File: config.mk
export PLATFORM = sky130hd
export DESIGN_NAME = bit_mask_histogram
export DESIGN_NICKNAME = d
export VERILOG_FILES = /design/src/rtl/bmh_pkg.sv /design/src/rtl/bit_mask_histogram.sv
export SDC_FILE = /design/constraint.sdc
export NUM_CORES = 2
export LEC_CHECK = 0
export BUFFER_PORTS_ARGS = -buffer_cell sky130_fd_sc_hd__buf_2
export CAP_MARGIN = 5
export CORE_ASPECT_RATIO = 0.5
export CORE_MARGIN = 3
export CORE_UTILIZATION = 57
export CTS_CLUSTER_DIAMETER = 120
export CTS_CLUSTER_SIZE = 8
export DETAILED_ROUTE_END_ITERATION = 6
export GPL_TIMING_DRIVEN = 0
export PLACE_DENSITY = 0.86
export SETUP_SLACK_MARGIN = 0.15
export SLEW_MARGIN = 20
export SYNTH_ARGS = -nofsm -noshare
export SYNTH_HDL_FRONTEND = slang
export SYNTH_SLANG_ARGS = --single-unit
export TNS_END_PERCENT = 30
File: constraint.sdc
create_clock -name clk -period 9.3 [get_ports clk]
set_input_delay 2.325 -clock clk [delete_from_list [all_inputs] [get_ports clk]]
set_output_delay 2.325 -clock clk [all_outputs]
set_load 0.005 [all_outputs]
File: src/rtl/bmh_pkg.sv
// Package for the bit-mask histogram: item types, command codes,
// register indexes and configuration defaults. No dependencies.
`timescale 1ns / 1ps

package bmh_pkg;

  localparam int MAX_CHANNELS_DEF = 32;
  localparam int WORD_W = 32;
  localparam int COUNTER_W = 16;
  localparam int TOTAL_W = 32;
  localparam int LOW_BIT_W = 5;
  localparam int COUNT_W = 6;
  localparam int INDEX_W = 6;
  localparam int PADDR_W = 3;

  localparam logic [1:0] CMD_EVENT = 2'd0;
  localparam logic [1:0] CMD_READ = 2'd1;
  localparam logic [1:0] CMD_WRITE = 2'd2;

  localparam logic REG_LOW_BIT = 1'b0;
  localparam logic REG_CHANNEL_COUNT = 1'b1;

  localparam logic [LOW_BIT_W-1:0] LOW_BIT_RST = 5'd0;
  localparam logic [COUNT_W-1:0] CHANNEL_COUNT_RST = 6'd32;

  typedef struct packed {
    logic [1:0] cmd;
    logic [WORD_W-1:0] event_value;
    logic event_valid;
    logic [INDEX_W-1:0] channel_index;
    logic [COUNTER_W-1:0] write_value;
  } req_t;

  typedef struct packed {
    logic [COUNTER_W-1:0] read_data;
    logic range_error;
    logic [TOTAL_W-1:0] underflow_count;
    logic [TOTAL_W-1:0] overflow_count;
  } rsp_t;

endpackage

File: src/rtl/bit_mask_histogram.sv
// Bit-mask histogram: request register, counter update logic, response register.
// Depends on bmh_pkg for item types, command codes and register indexes.
//
// Usage:
//   Request channel (req_valid, req_stall, req) carries one item: an event
//   word, a counter read or a counter write. Response channel (rsp_valid,
//   rsp_stall, rsp) returns one item per request with the read data, the
//   range error flag and the underflow and overflow totals after the request.
//   An item is registered in the request register on acceptance and its response
//   in the response register as it advances. The single counter-update pass
//   between the two registers sets the rate of one item taken every cycle while
//   rsp_stall does not hold the response register full. When it is held full,
//   the request register holds its item and req_stall rises until the response
//   moves. Reset clears all channel counters, both totals and both valid flags,
//   and sets low_bit to 0 and channel_count to 32. Configure over the APB port
//   (low_bit at 0x0, channel_count at 0x4) only while the block is idle.
`timescale 1ns / 1ps

module bit_mask_histogram #(
  parameter int MAX_CHANNELS = bmh_pkg::MAX_CHANNELS_DEF
) (
  input  logic clk,
  input  logic rst,

  input  logic psel,
  input  logic penable,
  input  logic pwrite,
  input  logic [bmh_pkg::PADDR_W-1:0] paddr,
  input  logic [31:0] pwdata,
  output logic [31:0] prdata,
  output logic pready,

  input  logic req_valid,
  output logic req_stall,
  input  bmh_pkg::req_t req,

  output logic rsp_valid,
  input  logic rsp_stall,
  output bmh_pkg::rsp_t rsp
);

  localparam int CH_IDX_W = (MAX_CHANNELS > 1) ? $clog2(MAX_CHANNELS) : 1;
  localparam logic [bmh_pkg::COUNT_W-1:0] MAX_N = bmh_pkg::COUNT_W'(MAX_CHANNELS);

  logic [bmh_pkg::LOW_BIT_W-1:0] low_bit;
  logic [bmh_pkg::COUNT_W-1:0] channel_count;

  logic pend_valid;
  bmh_pkg::req_t pend;
  logic advance;

  logic [bmh_pkg::COUNTER_W-1:0] counters [MAX_CHANNELS];
  logic [bmh_pkg::COUNTER_W-1:0] counters_next [MAX_CHANNELS];
  logic [bmh_pkg::TOTAL_W-1:0] underflow_total;
  logic [bmh_pkg::TOTAL_W-1:0] overflow_total;
  logic [bmh_pkg::TOTAL_W-1:0] underflow_total_next;
  logic [bmh_pkg::TOTAL_W-1:0] overflow_total_next;
  bmh_pkg::rsp_t rsp_next;

  logic [bmh_pkg::COUNT_W-1:0] active_n;
  logic [6:0] hi_pos;
  logic [bmh_pkg::WORD_W-1:0] mask_lo;
  logic [bmh_pkg::WORD_W-1:0] mask_hi;
  logic [bmh_pkg::WORD_W-1:0] window;
  logic [MAX_CHANNELS-1:0] inc;
  logic is_event;
  logic is_access;
  logic in_range;
  logic [CH_IDX_W-1:0] ch_idx;

  function automatic logic [5:0] popcount32(input logic [31:0] v);
    logic [2:0] nib [8];
    logic [5:0] sum;
    for (int i = 0; i < 8; i++) begin
      nib[i] = 3'(v[4*i]) + 3'(v[4*i+1]) + 3'(v[4*i+2]) + 3'(v[4*i+3]);
    end
    sum = '0;
    for (int i = 0; i < 8; i++) begin
      sum = sum + 6'(nib[i]);
    end
    return sum;
  endfunction

  assign pready = 1'b1;

  always_ff @(posedge clk) begin
    if (rst) begin
      low_bit <= bmh_pkg::LOW_BIT_RST;
      channel_count <= bmh_pkg::CHANNEL_COUNT_RST;
    end else if (psel && penable && pwrite) begin
      case (paddr[2])
        bmh_pkg::REG_LOW_BIT: low_bit <= pwdata[bmh_pkg::LOW_BIT_W-1:0];
        bmh_pkg::REG_CHANNEL_COUNT: channel_count <= pwdata[bmh_pkg::COUNT_W-1:0];
        default: ;
      endcase
    end
  end

  always_comb begin
    case (paddr[2])
      bmh_pkg::REG_LOW_BIT: prdata = 32'(low_bit);
      bmh_pkg::REG_CHANNEL_COUNT: prdata = 32'(channel_count);
      default: prdata = '0;
    endcase
  end

  assign advance = !rsp_valid || !rsp_stall;
  assign req_stall = pend_valid && !advance;

  always_ff @(posedge clk) begin
    if (rst) begin
      pend_valid <= 1'b0;
    end else if (!req_stall) begin
      pend_valid <= req_valid;
    end
  end

  always_ff @(posedge clk) begin
    if (req_valid && !req_stall) begin
      pend <= req;
    end
  end

  always_comb begin
    active_n = (channel_count > MAX_N) ? MAX_N : channel_count;
    hi_pos = 7'(low_bit) + 7'(active_n);
    mask_lo = (32'd1 << low_bit) - 32'd1;
    mask_hi = (hi_pos >= 7'd32) ? '1 : ((32'd1 << hi_pos[4:0]) - 32'd1);
    window = pend.event_value >> low_bit;
    is_event = (pend.cmd == bmh_pkg::CMD_EVENT) && pend.event_valid;
    is_access = (pend.cmd == bmh_pkg::CMD_READ) || (pend.cmd == bmh_pkg::CMD_WRITE);
    in_range = (pend.channel_index < active_n) && (pend.channel_index < MAX_N);
    ch_idx = pend.channel_index[CH_IDX_W-1:0];

    for (int k = 0; k < MAX_CHANNELS; k++) begin
      inc[k] = window[k] && (bmh_pkg::COUNT_W'(k) < active_n);
      counters_next[k] = counters[k];
      if (is_event && inc[k]) begin
        counters_next[k] = counters[k] + 16'd1;
      end else if (pend.cmd == bmh_pkg::CMD_WRITE && in_range
                   && ch_idx == CH_IDX_W'(k)) begin
        counters_next[k] = pend.write_value;
      end
    end

    underflow_total_next = underflow_total;
    overflow_total_next = overflow_total;
    if (is_event) begin
      underflow_total_next = underflow_total
                             + 32'(popcount32(pend.event_value & mask_lo));
      overflow_total_next = overflow_total
                            + 32'(popcount32(pend.event_value & ~mask_hi));
    end

    rsp_next.read_data = '0;
    rsp_next.range_error = is_access && !in_range;
    if (pend.cmd == bmh_pkg::CMD_READ && in_range) begin
      rsp_next.read_data = counters[ch_idx];
    end
    rsp_next.underflow_count = underflow_total_next;
    rsp_next.overflow_count = overflow_total_next;
  end

  always_ff @(posedge clk) begin
    if (rst) begin
      for (int k = 0; k < MAX_CHANNELS; k++) begin
        counters[k] <= '0;
      end
      underflow_total <= '0;
      overflow_total <= '0;
      rsp_valid <= 1'b0;
    end else if (advance) begin
      rsp_valid <= pend_valid;
      if (pend_valid) begin
        for (int k = 0; k < MAX_CHANNELS; k++) begin
          counters[k] <= counters_next[k];
        end
        underflow_total <= underflow_total_next;
        overflow_total <= overflow_total_next;
      end
    end
  end

  always_ff @(posedge clk) begin
    if (advance && pend_valid) begin
      rsp <= rsp_next;
    end
  end

endmodule
==> results.md <==
* Max_cap viols at 0
* Die width at 423 um
* CTS tree: yes
* Layout Cells excl Fill at 6251
* H-Tree Depth at 3
* Critical path origin: low_bit[1]$_SDFFE_PP0P_
* Chip height at 215 um
* Worst Hold Depth at 2
* CP Launch Type: flip-flop
* DRT antenna net count at 0
* Vias in the first global route at 41500
* Number of flops mapped to enable cells by yosys at 650
* Routed Wire Length at 181000 um
* Worst reg2reg setup slack at 370 ps
* Worst Hold Class: reg2reg
* FMAX at 112 MHz
* Synth top area share at 0.393
* GRT Overall Usage at 0.388
* Worst EP required at 9740 ps
* Power Dens Cells at 157 nW/um2
* Crit path kind: reg2reg
* Via count at 43800
* Final clock skew at 36.0 ps
* WP data arrival at 9360 ps
* Most used cell, CP: fa_1
* Syn. warnings at 0
* Clock sinks at 727
* Failing checks: design-rule violations
* Synthesized area at 49600 um2
* Gpl congestion at 1.05
* Critical Path Fanout Max at 19
* Async set-or-reset flop fraction in the synthesized netlist at 0
* Post-Route M1 WL at 64800 um
* Final hold vios at 0
* Mapped Cells at 4746
* Worst path max stage delay at 550 ps
* Worst-Margin Slew at 1250 ps
* Seq/Total Area, Yosys at 0.424
* Final period util at 0.960
* Worst reg2reg path endpoint: rsp[26]$_DFFE_PP_
* WL met3 at 30700 um
* First-pass DRT Iterations at 7
* Post-DP HPWL at 133000 um
* IO Pins at 215
* Main area contributors after synthesis: edfxtp_1, mux4_2, xor2_1, xnor2_1, a211oi_1
* Max_slew headroom at 0.165
* Mux contribution to synthesized area at 0.115
* CTS Buf Count at 100
* Crit. End Element: flip-flop
* Design Area, Final at 55500 um2
* Detailed Route Iter0 Violations at 7305
* Status: finished, violations left
* Cell count after placement at 6100
* Synth Area in Simple Gates at 0.169
* Area grow syn2layout at 11.8%
* Overflow after GRT at 0
* Routed wl met2 at 74200 um
* Yosys reg bits at 727
* R2R cell count at 37
* Final worst path period need at 8930 ps
* Initial antenna violation count at 9
* Largest net degree at the start of global routing at 32
* Area leader, netlist: edfxtp_1
* Post-synthesis xor/xnor area fraction at 0.0933
* Worst Hold End: underflow_total[1]$_SDFFE_PP0P_
* CTS root buf: clkbuf_16
* Final core occ at 0.653
* Clk slew on worst S/H paths at 50 ps
* Global-route wire length before repair at 265000 um
* Drt via density at 7.01
* Worst r2r src: low_bit[1]$_SDFFE_PP0P_
* HP Start: underflow_total[1]$_SDFFE_PP0P_
* DR WL/cell at 29.0 um
* VDD IR max at 0.144 mV
* Power, Total at 8.69 mW
* Layout cell share with drive strength beyond 1 at 0.159
* Post-Synth Adder-Cell Area at 0.0410
* Core area at 85000 um2
* Largest family of logic cells by synthesized area: simple AND/OR/NAND/NOR gates
* Starting density of the core at 0.584
* Die area at 90900 um2
* Post-Syn Area per Cell at 10.5 um2
* Top_reg_cell synth: edfxtp_1
* Clock Tree Buf Depth at 3
* Top sig layer: met5
* Post-synth cell types at 91
* Pleak at 19.2 nW
* Placement Cell Area at 52300 um2
* RSZ-0062 raised after global routing: yes
* Nets at 5288
* Compound-gate portion of the synthesized area at 0.114
* Filler Cell Count at 6538
* Buffers on Ports at 159
* DRC at 92
* Clock latency on the worst-skew pair at 740 ps
* Critical-path top delay cell: fa_1
* Fin. max-slew vios at 0
* Finish-stage setup viols at 0
* Site Rows at 75
-- metal layers --
metal  global-route usage  up-vias
li1                     -    18300
met3                0.159      676
met4                0.200       14
met2                0.539     3758
met1                0.520    21100
met5              0.00365        -
-- timing repair --
action / in CTS / in global routing
gates resized for setup: 57 / 58
endpoints found under the setup margin: 111 / 75
hold buffers: 0 / 0
pin swaps: 3 / 10
setup buffers: 5 / 8
-- state kept, by name (all words and copies together) (netlist names) --
signal	count
ch_idx	5
channel_count	6
counters	512
low_bit	5
overflow_total	32
pend	52
pend_valid	1
rsp	81
rsp_valid	1
underflow_total	32
-- cells in the mapped netlist (all sizes together), types with 5 or more instances --
| cell type | number |
|---|---|
| o211ai | 9 |
| inv | 112 |
| nand2 | 312 |
| mux4 | 199 |
| edfxtp | 650 |
| clkbuf | 236 |
| dfxtp | 77 |
| nor3b | 7 |
| nor4 | 26 |
| a211o | 5 |
| xor2 | 265 |
| and4 | 41 |
| nor2b | 25 |
| o22ai | 5 |
| nand4 | 109 |
| a21o | 8 |
| nand3b | 11 |
| or2 | 11 |
| buf | 139 |
| nor2 | 572 |
| ha | 78 |
| o31ai | 46 |
| a31oi | 10 |
| a21oi | 96 |
| o21ai | 217 |
| xnor2 | 264 |
| mux2 | 22 |
| a211oi | 327 |
| or3 | 19 |
| mux2i | 95 |
| and3 | 90 |
| fa | 53 |
| a221o | 11 |
| nor3 | 77 |
| and2 | 24 |
| o21bai | 23 |
| a21boi | 6 |
| nand3 | 371 |
| or4 | 25 |
| nand2b | 16 |
| o21a | 6 |
-- worst max path at each step --
stage          slack [ps]                end  cells past startpoint
2_1_floorplan         160  rsp[26]$_DFFE_PP_                     38
3_3_place_gp        -1540  rsp[25]$_DFFE_PP_                     34
3_5_place_dp        -1600  rsp[31]$_DFFE_PP_                     34
4_1_cts               160   rsp[6]$_DFFE_PP_                     36
5_1_grt                80   rsp[6]$_DFFE_PP_                     36
6_report              370  rsp[26]$_DFFE_PP_                     37
-- through the flow --
stage	hold WS (ps)	setup WS, ps	setup TNS (ps)
2_1_floorplan	441	164	0
3_3_place_gp	450	-1540	-83110
3_5_place_dp	482	-1600	-79720
4_1_cts	491	161	0
5_1_grt	517	75.6	0
6_report	493	372	0
-- report_power, final --
group	switching (mW)	total (mW)	internal, mW
Sequential	0.258	4.02	3.77
Combinational	0.770	1.24	0.466
Clock	1.48	3.43	1.96
-- area by class of cell --
type                       count  area (um2)  area share
buffer                       373        1790      0.0323
clock buffer                 131        2640      0.0476
timing repair buffer         186        1100      0.0198
inverter                     112         437     0.00787
antenna                        3        7.51    0.000135
sequential                   727       21100       0.380
multi-input combinational   3558       26900       0.485
tap                         1155        1450      0.0260
clock inverter                 6         101     0.00183
-- placed cells by master (no fill, tap or decap), types with 16 or more instances in the layout --
cell and instances:
a211oi_1 286, a211oi_2 39, a21oi_1 92, and2_1 23, and3_1 89, and4_1 41
buf_1 27, buf_2 222, buf_4 46, buf_6 24, clkbuf_1 243, clkbuf_16 101
clkbuf_2 17, conb_1 28, dfxtp_1 72, edfxtp_1 650, fa_1 50, ha_1 76
inv_1 105, mux2_2 22, mux2i_1 95, mux4_2 197, nand2_1 310, nand2b_1 16
nand3_1 369, nand4_1 109, nor2_1 565, nor2b_1 22, nor3_1 72, nor4_1 20
o21ai_0 186, o21ai_2 20, o21bai_2 20, o31ai_1 43, or3_1 18, or4_1 25
xnor2_1 263, xor2_1 264
-- critical path: cells and delay by family, from the launching register on --
family | cells | cell delay [ps]
fa+ha+maj | 10 | 4070
simple gates | 8 | 1480
compound gates | 5 | 920
flops | 1 | 380
buf+inv | 13 | 1570
xor+xnor | 1 | 170
-- cell families after synthesis --
logic type | Yosys count
DFF | 727
buffers and inverters | 487
muxes | 316
AOI/OAI and AO/OA | 805
other | 2
adders and majority gates | 131
xor gates and xnor gates | 529
and+or+nand+nor | 1749
Power figures use the tool's default switching activity.
